==> src/design/pas_pkg.sv <==
`timescale 1ns / 1ps
`default_nettype none
// ----------------------------------------------------------------------------
// pas_pkg
// Shared constants, codes and command/status types of the polyline sampler.
// ----------------------------------------------------------------------------
package pas_pkg;

    localparam int MAX_POINTS = 256;
    localparam int IDX_W      = 8;
    localparam int CNT_W      = 9;
    localparam int COORD_W    = 32;
    localparam int LEN_W      = 48;
    localparam int POS_W      = 17;
    localparam int ENTRY_W    = LEN_W + 2 * COORD_W;

    localparam logic [POS_W-1:0] ONE_Q16 = 17'h10000;
    localparam logic [LEN_W-1:0] LEN_MAX = 48'hFFFF_FFFF_FFFF;

    typedef enum logic [1:0] {
        OP_CLEAR     = 2'd0,
        OP_LOAD      = 2'd1,
        OP_EVAL_IDX  = 2'd2,
        OP_EVAL_ARC  = 2'd3
    } op_t;

    typedef enum logic [1:0] {
        ST_OK    = 2'd0,
        ST_DEGEN = 2'd1,
        ST_FULL  = 2'd2
    } status_t;

    typedef enum logic [2:0] {
        RD_LAST,
        RD_ZERO,
        RD_MID,
        RD_LO,
        RD_HI
    } rd_sel_t;

    typedef enum logic [1:0] {
        RES_NONE,
        RES_ZERO,
        RES_VTX,
        RES_LERP
    } res_sel_t;

    typedef struct packed {
        logic [LEN_W-1:0]   cum;
        logic [COORD_W-1:0] y;
        logic [COORD_W-1:0] x;
    } entry_t;

    typedef struct packed {
        logic     latch;
        logic     clear_cnt;
        logic     rd_en;
        rd_sel_t  rd_sel;
        logic     sq;
        logic     sum_init;
        logic     sqrt_step;
        logic     write_vtx;
        logic     save_total;
        logic     imul;
        logic     amul;
        logic     search_init;
        logic     search_upd;
        logic     capture_a;
        logic     div_init;
        logic     div_step;
        logic     mul;
        res_sel_t res_sel;
        status_t  res_status;
        logic     emit;
    } dp_cmd_t;

    typedef struct packed {
        op_t  op;
        logic cnt_zero;
        logic full;
        logic lt2;
        logic total_zero;
        logic t_zero;
        logic t_one;
        logic target_ge;
        logic span_gt1;
        logic sqrt_last;
        logic div_last;
        logic seg_bad;
        logic out_free;
    } dp_status_t;

endpackage
`default_nettype wire

==> src/design/pas_ctrl.sv <==
`timescale 1ns / 1ps
`default_nettype none
// ----------------------------------------------------------------------------
// pas_ctrl
// Sequencer that steps the datapath through load and evaluation.
// ----------------------------------------------------------------------------
module pas_ctrl (
    input  wire logic                 clk,
    input  wire logic                 rst_n,
    input  wire logic                 in_valid,
    output logic                      in_ready,
    input  wire pas_pkg::dp_status_t  sts,
    output pas_pkg::dp_cmd_t          cmd
);
    import pas_pkg::*;

    typedef enum logic [4:0] {
        S_IDLE, S_DISPATCH, S_LSQ, S_LSUM, S_LSQRT, S_LWRITE,
        S_ETOT, S_IMUL, S_AMUL, S_ACHK, S_SRCH, S_SCMP,
        S_RLO, S_RHI, S_ADIV0, S_DIV, S_MUL, S_LERP, S_EVTX, S_EMIT
    } state_t;

    state_t state_reg, state_next;

    always_ff @(posedge clk or negedge rst_n)
    begin
        if (!rst_n)
        begin
            state_reg <= S_IDLE;
        end
        else
        begin
            state_reg <= state_next;
        end
    end

    assign in_ready = (state_reg == S_IDLE);

    always_comb
    begin
        cmd        = '0;
        cmd.rd_sel = RD_ZERO;
        cmd.res_sel = RES_NONE;
        cmd.res_status = ST_OK;
        state_next = state_reg;
        unique case (state_reg)
            S_IDLE:
            begin
                if (in_valid)
                begin
                    cmd.latch  = 1'b1;
                    state_next = S_DISPATCH;
                end
            end
            S_DISPATCH:
            begin
                unique case (sts.op)
                    OP_CLEAR:
                    begin
                        cmd.clear_cnt = 1'b1;
                        cmd.res_sel   = RES_ZERO;
                        state_next    = S_EMIT;
                    end
                    OP_LOAD:
                    begin
                        priority if (sts.full)
                        begin
                            cmd.res_sel    = RES_ZERO;
                            cmd.res_status = ST_FULL;
                            state_next     = S_EMIT;
                        end
                        else if (sts.cnt_zero)
                        begin
                            state_next = S_LWRITE;
                        end
                        else
                        begin
                            cmd.rd_en  = 1'b1;
                            cmd.rd_sel = RD_LAST;
                            state_next = S_LSQ;
                        end
                    end
                    default:
                    begin
                        if (sts.lt2)
                        begin
                            cmd.res_sel    = RES_ZERO;
                            cmd.res_status = ST_DEGEN;
                            state_next     = S_EMIT;
                        end
                        else
                        begin
                            cmd.rd_en  = 1'b1;
                            cmd.rd_sel = RD_LAST;
                            state_next = S_ETOT;
                        end
                    end
                endcase
            end
            S_LSQ:
            begin
                cmd.sq     = 1'b1;
                state_next = S_LSUM;
            end
            S_LSUM:
            begin
                cmd.sum_init = 1'b1;
                state_next   = S_LSQRT;
            end
            S_LSQRT:
            begin
                cmd.sqrt_step = 1'b1;
                if (sts.sqrt_last)
                begin
                    state_next = S_LWRITE;
                end
            end
            S_LWRITE:
            begin
                cmd.write_vtx = 1'b1;
                cmd.res_sel   = RES_ZERO;
                state_next    = S_EMIT;
            end
            S_ETOT:
            begin
                cmd.save_total = 1'b1;
                priority if (sts.total_zero)
                begin
                    cmd.res_sel    = RES_ZERO;
                    cmd.res_status = ST_DEGEN;
                    state_next     = S_EMIT;
                end
                else if (sts.t_zero)
                begin
                    cmd.rd_en  = 1'b1;
                    cmd.rd_sel = RD_ZERO;
                    state_next = S_EVTX;
                end
                else if (sts.t_one)
                begin
                    cmd.res_sel = RES_VTX;
                    state_next  = S_EMIT;
                end
                else if (sts.op == OP_EVAL_IDX)
                begin
                    state_next = S_IMUL;
                end
                else
                begin
                    state_next = S_AMUL;
                end
            end
            S_IMUL:
            begin
                cmd.imul   = 1'b1;
                state_next = S_RLO;
            end
            S_AMUL:
            begin
                cmd.amul   = 1'b1;
                state_next = S_ACHK;
            end
            S_ACHK:
            begin
                if (sts.target_ge)
                begin
                    cmd.rd_en  = 1'b1;
                    cmd.rd_sel = RD_LAST;
                    state_next = S_EVTX;
                end
                else
                begin
                    cmd.search_init = 1'b1;
                    state_next      = S_SRCH;
                end
            end
            S_SRCH:
            begin
                if (sts.span_gt1)
                begin
                    cmd.rd_en  = 1'b1;
                    cmd.rd_sel = RD_MID;
                    state_next = S_SCMP;
                end
                else
                begin
                    state_next = S_RLO;
                end
            end
            S_SCMP:
            begin
                cmd.search_upd = 1'b1;
                state_next     = S_SRCH;
            end
            S_RLO:
            begin
                cmd.rd_en  = 1'b1;
                cmd.rd_sel = RD_LO;
                state_next = S_RHI;
            end
            S_RHI:
            begin
                cmd.capture_a = 1'b1;
                cmd.rd_en     = 1'b1;
                cmd.rd_sel    = RD_HI;
                state_next    = (sts.op == OP_EVAL_IDX) ? S_MUL : S_ADIV0;
            end
            S_ADIV0:
            begin
                if (sts.seg_bad)
                begin
                    cmd.rd_en  = 1'b1;
                    cmd.rd_sel = RD_LO;
                    state_next = S_EVTX;
                end
                else
                begin
                    cmd.div_init = 1'b1;
                    state_next   = S_DIV;
                end
            end
            S_DIV:
            begin
                cmd.div_step = 1'b1;
                if (sts.div_last)
                begin
                    state_next = S_MUL;
                end
            end
            S_MUL:
            begin
                cmd.mul    = 1'b1;
                state_next = S_LERP;
            end
            S_LERP:
            begin
                cmd.res_sel = RES_LERP;
                state_next  = S_EMIT;
            end
            S_EVTX:
            begin
                cmd.res_sel = RES_VTX;
                state_next  = S_EMIT;
            end
            S_EMIT:
            begin
                if (sts.out_free)
                begin
                    cmd.emit   = 1'b1;
                    state_next = S_IDLE;
                end
            end
            default:
            begin
                state_next = S_IDLE;
            end
        endcase
    end

endmodule
`default_nettype wire

==> config.mk <==
export PLATFORM = sky130hd
export DESIGN_NAME = pas_ctrl
export DESIGN_NICKNAME = d
export VERILOG_FILES = /design/src/design/pas_pkg.sv /design/src/design/pas_ctrl.sv
export SDC_FILE = /design/constraint.sdc
export NUM_CORES = 1
export LEC_CHECK = 0
export BUFFER_PORTS_ARGS = -buffer_cell sky130_fd_sc_hd__buf_2
export CAP_MARGIN = 15
export CORE_MARGIN = 10
export CORE_UTILIZATION = 47
export CTS_CLUSTER_SIZE = 14
export DETAILED_ROUTE_END_ITERATION = 8
export PLACE_DENSITY = 0.85
export SLEW_MARGIN = 30
export SYNTH_ARGS = -nofsm -noshare
export SYNTH_HDL_FRONTEND = slang
export SYNTH_SLANG_ARGS = --single-unit
export TNS_END_PERCENT = 5
==> constraint.sdc <==
create_clock -name clk -period 2.1 [get_ports clk]
set_clock_uncertainty 0.2 [all_clocks]
set_input_delay 0 -clock clk [delete_from_list [all_inputs] [get_ports clk]]
set_output_delay 0 -clock clk [all_outputs]
set_load 0.05 [all_outputs]
==> impl_results.md <==
* Share of layout cells above drive strength 1 at between 30% and 40%
* Leak pwr at a little over 0.0007 uW
* Clk slew on worst S/H paths at roughly 50 ps
* Iteration-0 DRC Markers at between 90 and 100
* Clock tree from TritonCTS: yes
* Multi-input gate area at about 800 um2
* Total Routing Usage GR at 16.3%
* Number of flip-flops under the largest register name at 5
* Number of CTS-inserted buffers at 3
* Total gr overflow at 0
* Setup Total Neg Slack at 0 ps
* Worst path top cell family by delay: simple AND/OR/NAND/NOR gates
* H-tree depth reported by CTS at 1
* Antenna fix cells at 0
* Startpoint class of the critical path: flip-flop
* Final Hold Violating Endpoints at 0
* Final core occ at approximately 74%
* Commonest cells after routing, fill and taps aside: 37 x sky130_fd_sc_hd__buf_2, 22 x sky130_fd_sc_hd__buf_4, 20 x sky130_fd_sc_hd__a21oi_1
* Antenna-violating nets left at 0
* Layout net count at 228
* Crit path cell chain: or3b_4 > nor3_4 > a211o_1 > buf_2
* Chip Height at 65.5 um
* Starting density of the core at about half
* Area enclosed by the die boundary at 4290 um2
* Critical path start-end classification: reg -> out
* Area Growth Syn to Fin at 48.2%
* DP HPWL at around 2900 um
* Fmax at between 0.4 and 0.5 GHz
* Placer Congestion at between 0.9 and 1
* DRC viols at 0
* Crit share post-route at between 90 and 100%
* Final wirelength at 3820 um
* Via-per-instance ratio at 5.97
* Final period demand of the worst path at slightly above 2000 ps
* Slew Limit Headroom at 77.0%
* Power density of the placed cells at 1610 nW/um2
* Die Span X at ~66 um
* Biggest fanout along the worst timing path at 9
* Placeable Area at roughly 2000 um2
* Syn. warnings at 0
* Most frequent standard cell in the layout excluding fill and tap cells: sky130_fd_sc_hd__buf_2
* Gate Count Post-Synth at about 150
* Area occupied by registers at around 130 um2
* Pin count of the biggest net entering global routing at 16
* # setup viols final at 0
* Path category of the worst min-delay check: in -> reg
* WP data required at 1900 ps
* Critical path's slowest cell: sky130_fd_sc_hd__dfrtp_2
* Vias after detailed routing at approximately 1400
* Worst skew pair latency at approximately 250 ps
* Portion of the post-synthesis area used by sequential elements at between 10% and 20%
* First-pass GRT wire length at ~5900 um
* Average detailed-routed wire length per instance at about 16 um
* Synthesis-stage register bit count at 5
* Port bufs at 41
* Synth Area per Inst at 6.32 um2
* Row Count at 16
* First-pass iteration count of the detailed router at 4
* IO Count at 42
* Worst-Margin Slew at roughly 340 ps
* Largest stage delay on the critical path at roughly 460 ps
* Bufs on Longest Clock Path at 2
* Final-report max-slew violation count at 0
* Clk sinks at 5
* Worst EP arrival at 1820 ps
* Max IR drop VDD at between 0.9 and 1 mV
* Via count of the first global-routing pass at about 1400
* Setup crit end kind: primary output
* Post-synth design cell area at roughly 970 um2
* Count of fill cells added during filler insertion at approximately 170
* Result of the run: finished, final reports clean
* Max-cap viol count at 0
* Worst Path Buf+Inv at 1
* Clock root buffer: sky130_fd_sc_hd__clkbuf_4
* Count of cell types in the netlist at between 40 and 50
* Synthesized Nets at 171
* Antenna violations before repair at 0
==> repair_timing <==
action / in CTS / in global routing
hold buffers: 4 / 0
pin swaps: 0 / 1
gates resized for setup: 8 / 14
endpoints found under the setup margin: 6 / 11
setup buffers: 0 / 6
cloned: 0 / 0
endpoints found under the hold margin: 8 / 0
==> logic make-up (layout without fill, tap and decap cells) <==
logic type / count (synthesis) / count (layout) / share of synthesized area (%)
AOI/OAI and AO/OA: 56 / 56 / 37.5
buffers and inverters: 25 / 81 / 10.9
DFF: 5 / 5 / 12.9
and+or+nand+nor: 68 / 68 / 38.7
==> final cells by class <==
cell class	count	share of cell area [%]
well taps	27	2.34
flip-flops and latches	5	9.02
inverters	13	3.38
repair buffers	64	27.8
multi-input cells	124	55.6
clock buffers	4	1.82
==> report_power, final <==
part | internal, uW | total (uW) | switching (uW)
clock | 72.0 | 115 | 42.8
sequential | 153 | 251 | 97.6
combinational | 725 | 1960 | 1230
total | 951 | 2320 | 1370
==> cells in the mapped netlist <==
library cell	number	area share, %
sky130_fd_sc_hd__or4_1	2	1.5
sky130_fd_sc_hd__o21bai_1	1	0.77
sky130_fd_sc_hd__nand3_1	5	2.6
sky130_fd_sc_hd__nor3b_1	1	0.77
sky130_fd_sc_hd__a32o_1	2	2.1
sky130_fd_sc_hd__or3b_4	1	1.2
sky130_fd_sc_hd__clkbuf_2	1	0.51
sky130_fd_sc_hd__o21ai_0	10	5.1
sky130_fd_sc_hd__clkbuf_1	3	1.2
sky130_fd_sc_hd__o311ai_0	1	0.90
sky130_fd_sc_hd__nor2_1	10	3.9
sky130_fd_sc_hd__o22ai_1	1	0.64
sky130_fd_sc_hd__a311oi_1	1	0.90
sky130_fd_sc_hd__nor3_1	7	3.6
sky130_fd_sc_hd__nor3b_2	1	1.3
sky130_fd_sc_hd__nor2b_1	7	4.5
sky130_fd_sc_hd__nand2_1	12	4.6
sky130_fd_sc_hd__o31ai_1	1	0.77
sky130_fd_sc_hd__nand4_1	1	0.64
sky130_fd_sc_hd__buf_1	1	0.39
sky130_fd_sc_hd__or3_1	5	3.2
sky130_fd_sc_hd__buf_4	1	0.77
sky130_fd_sc_hd__a221oi_1	1	0.90
sky130_fd_sc_hd__o21a_1	1	0.77
sky130_fd_sc_hd__nand2b_1	10	6.4
sky130_fd_sc_hd__dfrtp_1	5	13
sky130_fd_sc_hd__a22oi_1	2	1.5
sky130_fd_sc_hd__o211ai_1	3	2.3
sky130_fd_sc_hd__a2bb2oi_1	1	0.90
sky130_fd_sc_hd__a222oi_1	1	1.0
sky130_fd_sc_hd__inv_1	13	5.0
sky130_fd_sc_hd__nor3_2	1	1.0
sky130_fd_sc_hd__o41ai_1	2	1.8
sky130_fd_sc_hd__nor4_1	3	1.9
sky130_fd_sc_hd__o32ai_1	2	1.8
sky130_fd_sc_hd__o2bb2ai_1	1	0.90
sky130_fd_sc_hd__a211o_1	2	1.8
sky130_fd_sc_hd__o21ai_1	1	0.51
sky130_fd_sc_hd__o22a_1	2	1.8
sky130_fd_sc_hd__nor4b_1	1	0.90
sky130_fd_sc_hd__buf_2	6	3.1
sky130_fd_sc_hd__a21oi_1	20	10
sky130_fd_sc_hd__and2_1	1	0.64
==> per-layer routing <==
| metal | vias to the layer above | wire length [um] | global-route usage, % |
|---|---|---|---|
| li1 | 680 | - | - |
| met1 | 641 | 1570 | 20.0 |
| met2 | 89 | 1770 | 26.5 |
| met3 | 6 | 422 | 5.76 |
| met4 | 0 | 55 | 3.74 |
| met5 | - | 0 | 0 |
==> tightest hold or removal path, delay by kind of cell <==
family / cells / cell delay [ps]
AO/OA/AOI/OAI: 2 / 280
buffers and inverters: 1 / 150
==> final timing paths <==
check / endpoint / from / cells past startpoint / slack [ps]
setup / recovery: cmd[18] / state_reg[2] / 4 / 80
min in group asynchronous: state_reg[0] / rst_n / 3 / 480
hold / removal: state_reg[4] / sts[13] / 3 / 40
setup reg to reg: state_reg[4] / state_reg[2] / 5 / 120
hold reg to reg: state_reg[4] / state_reg[3] / 3 / 640
max in group asynchronous: state_reg[3] / rst_n / 3 / 1000
==> through the flow <==
| step | worst slack, ps | instance area, um2 | hold slack, ps | total power, uW | instances |
|---|---|---|---|---|---|
| global route | -7.21 | 1440 | 72.9 | 2480 | 237 |
| global placement | 141 | 1270 | -387 | 1950 | 223 |
| CTS | 0.927 | 1350 | 29.4 | 2150 | 231 |
| detailed placement | 68.0 | 1270 | -381 | 1970 | 223 |
| floorplan | -667 | 987 | -496 | 1520 | 154 |
| finish | 76.3 | 1440 | 38.8 | 2320 | 237 |
No activity file was read; power rests on OpenSTA's default activity.
